<file path="src/rtl/core/chme_queue.sv">
`default_nettype none
// Two-entry queue between front and back ends.
module chme_queue #(
  parameter int unsigned W = 8
) (
  input  wire          clk,
  input  wire          rst_n,
  input  wire          push,
  output logic         full,
  input  wire [W-1:0]  wdata,
  input  wire          pop,
  output logic         empty,
  output logic [W-1:0] rdata
);
  logic [W-1:0] mem_r [2];
  logic wp_r, rp_r;
  logic [1:0] cnt_r;

  assign full  = (cnt_r == 2'd2);
  assign empty = (cnt_r == 2'd0);
  assign rdata = mem_r[rp_r];

  always_ff @(posedge clk) begin
    if (!rst_n) begin
      wp_r  <= 1'b0;
      rp_r  <= 1'b0;
      cnt_r <= '0;
    end else begin
      if (push && !full) begin
        mem_r[wp_r] <= wdata;
        wp_r <= ~wp_r;
      end
      if (pop && !empty) begin
        rp_r <= ~rp_r;
      end
      cnt_r <= cnt_r + 2'((push && !full) ? 1 : 0) - 2'((pop && !empty) ? 1 : 0);
    end
  end
endmodule
`default_nettype wire

</file>
<file path="config.mk">
export PLATFORM = sky130hd
export DESIGN_NAME = chme_queue
export DESIGN_NICKNAME = d
export VERILOG_FILES = /design/src/rtl/core/chme_queue.sv
export SDC_FILE = /design/constraint.sdc
export NUM_CORES = 1
export LEC_CHECK = 0
export BUFFER_PORTS_ARGS = -buffer_cell sky130_fd_sc_hd__buf_4
export CAP_MARGIN = 30
export CORE_MARGIN = 4
export CORE_UTILIZATION = 56
export CTS_BUF_LIST = sky130_fd_sc_hd__clkbuf_8
export DETAILED_ROUTE_END_ITERATION = 7
export PLACE_DENSITY_LB_ADDON = 0.25
export SETUP_SLACK_MARGIN = 0.5
export SKIP_CTS_REPAIR_TIMING = 1
export SYNTH_ARGS = -nofsm -noshare
export SYNTH_HDL_FRONTEND = slang
export SYNTH_SLANG_ARGS = --single-unit
</file>
<file path="constraint.sdc">
create_clock -name clk -period 3.2 [get_ports clk]
set_input_delay 0.96 -clock clk [delete_from_list [all_inputs] [get_ports clk]]
set_output_delay 0.96 -clock clk [all_outputs]
set_load 0.1 [all_outputs]
</file>
==> flow_summary.ini <==
[sta]
fmax_ghz = 0.424
slew_violations = 0
setup_violations = 0
fin_setup_tns_ns = 0
skew_ns = 0.00322
whs_ns = 0.507
final.min_clock_period_ns = 2.36
relSlewSlack = 0.553
rsz0062_at_grt = false
hold_violations = 0
worst-slew-pin-transition_ns = 0.669
period_share = 0.738
layout_setup_ws_ns = 0.840

[worst_hold_path]
hp-start = wp_r
hp-class = register to register

[outcome]
status = finished, final reports clean

[synthesis]
yosysTopAreaCell = edfxtp_1
syn_inst = 51
synth.most_common_cell = edfxtp_1
synth_area_leaders = edfxtp_1 (59%), dfxtp_1 (12%), mux2_2 (11%)
seq_area_frac_synth = 0.712
synth_fp_nets = 65
synth.ff_latch_count = 21
post-synth-top-area-fraction = 0.589
ys_types = 17
ys.flop_type = edfxtp_1
synth-edff-count = 16
netlist_area_um2 = 816
synth_area_per_cell_um2 = 16.0
async_reset_ff_frac = 0
yosys_warnings = 0
synth_commonest_cells = edfxtp_1 (16), mux2_2 (8), dfxtp_1 (5)

[critical_path]
criticalPathCategory = register to primary output
path_cells = mux2_2 > buf_4
max_stage_delay_ns = 0.53
r2r-start = cnt_r[0]
arrival_ns = 1.40
crit_fanout = 8
crit_family = flip-flops
required_ns = 2.24
end_kind = primary output
cpMaxStageDelayCell = dfxtp_1
start_kind = register
critPathBufInv = 1

[routing]
drt-met1-wl_um = 476
drc = 0
vias = 466
first_pass_iters = 2
met2_length_um = 627
drtIter0Drc = 11
vias_per_cell = 5.18
wl_met3_um = 89
drtAntennaViolNets = 0
routedWlPerCell_um = 13.5
drt_wl_total_um = 1220
top_layer_used = met4

[floorplan]
initial_core_util = 0.612
ioPinCount = 22
dieArea_um2 = 2130
rows = 13
coreArea_um2 = 1330
die_h_um = 46.2
die_x_um = 46.2

[grt]
grt_use_total = 0.137
grt_pass1_wl_um = 1930
grt_max_degree = 12
overflow = 0
grt_pass1_vias = 458
antenna_found_initial = 0

[finish]
n_antenna_cell = 0
fin_cells = 90
final_util = 0.774
syn_to_final_growth_pct = 26.5
drive_gt1_frac = 0.453
finish.net_count = 90
final_area_um2 = 1030

[power_and_ir_drop]
p_seq_frac = 0.365
p_total_mw = 0.993
p_sw_frac = 0.449
leakagePower_nw = 0.419
combPwrFrac = 0.474
vdd_drop_max_mv = 0.831
p_per_area_nw_per_um2 = 962
intPower_mw = 0.548
p_sw_mw = 0.446
pwr-share-clk = 0.161

[cts]
cts_tree = built
path_clk_slew_ns = 0.07
cts_buffers = 3
htree_levels = 1
clock_path_buffers = 2
cts_root_buf = clkbuf_8
clk_latency_ns = 0.25
cts.sinks = 21

[place]
gp_congestion = 0.643
dp_slack_ns = 0.996
dpl.cell_count = 86
dp_hpwl_um = 919
port-buffer-count = 21
postPlaceCellArea_um2 = 987

[job]
maxCapViolations = 0
-- layer usage --
metal,global-route usage,up-vias
li1,-,229
met1,0.146,220
met2,0.228,14
met3,0.0508,3
met4,0.0852,0
met5,0,-
-- cell usage in the layout (no fill, tap or decap), drive strengths merged, types with 2 or more instances in the layout --
master / synthesis / final
buf: 1 / 21
edfxtp: 16 / 16
mux2: 8 / 8
dfxtp: 5 / 5
inv: 3 / 4
xnor2: 3 / 3
clkbuf: 0 / 3
and2: 3 / 3
nor2: 2 / 2
nor2b: 2 / 2
ha: 2 / 2
-- registers in the layout, indices dropped and copies added, names as in the netlist, named ones only --
signal,count
cnt_r,2
mem_r,16
rp_r,1
wp_r,1
-- final timing paths --
path              endpoint  slack, ns  depth (start not counted)
hold reg to reg       wp_r       0.51                          2
setup reg to reg  cnt_r[1]       1.50                          9
setup / recovery  rdata[7]       0.84                          2
hold / removal        wp_r       0.51                          2
-- worst register-to-register path, cell delays in order, from the launching register on --
cell	delay, ns
dfxtp_1	0.37
nand2b_1	0.16
and2_4	0.16
inv_1	0.04
ha_1	0.25
inv_1	0.03
ha_1	0.18
xnor2_1	0.14
xnor2_1	0.12
and2_1	0.14
-- cells by family after synthesis --
kind of cell,after synthesis,synth area share
AOI/OAI and AO/OA,2,0.0184
xor gates and xnor gates,3,0.0322
adders and majority gates,2,0.0307
buffers and inverters,4,0.0199
DFF,21,0.712
muxes,8,0.110
and+or+nand+nor,11,0.0767
-- area by class of cell --
cell class | instances | area, um^2
flip-flops and latches | 21 | 581
fillers | 73 | 302
inverters | 3 | 11.3
clock inverters | 1 | 3.75
well taps | 15 | 18.8
clock buffers | 3 | 41.3
repair buffers | 21 | 158
multi-input cells | 26 | 219
-- power by group through the flow --
stage	logic [mW]	registers, mW	clock network [mW]
2_1_floorplan	0.402	0.352	0
3_3_place_gp	0.469	0.368	0
3_5_place_dp	0.474	0.369	0
4_1_cts	0.474	0.364	0.167
5_1_grt	0.492	0.367	0.182
6_report	0.471	0.363	0.160
(Power assumes the default switching activity.)
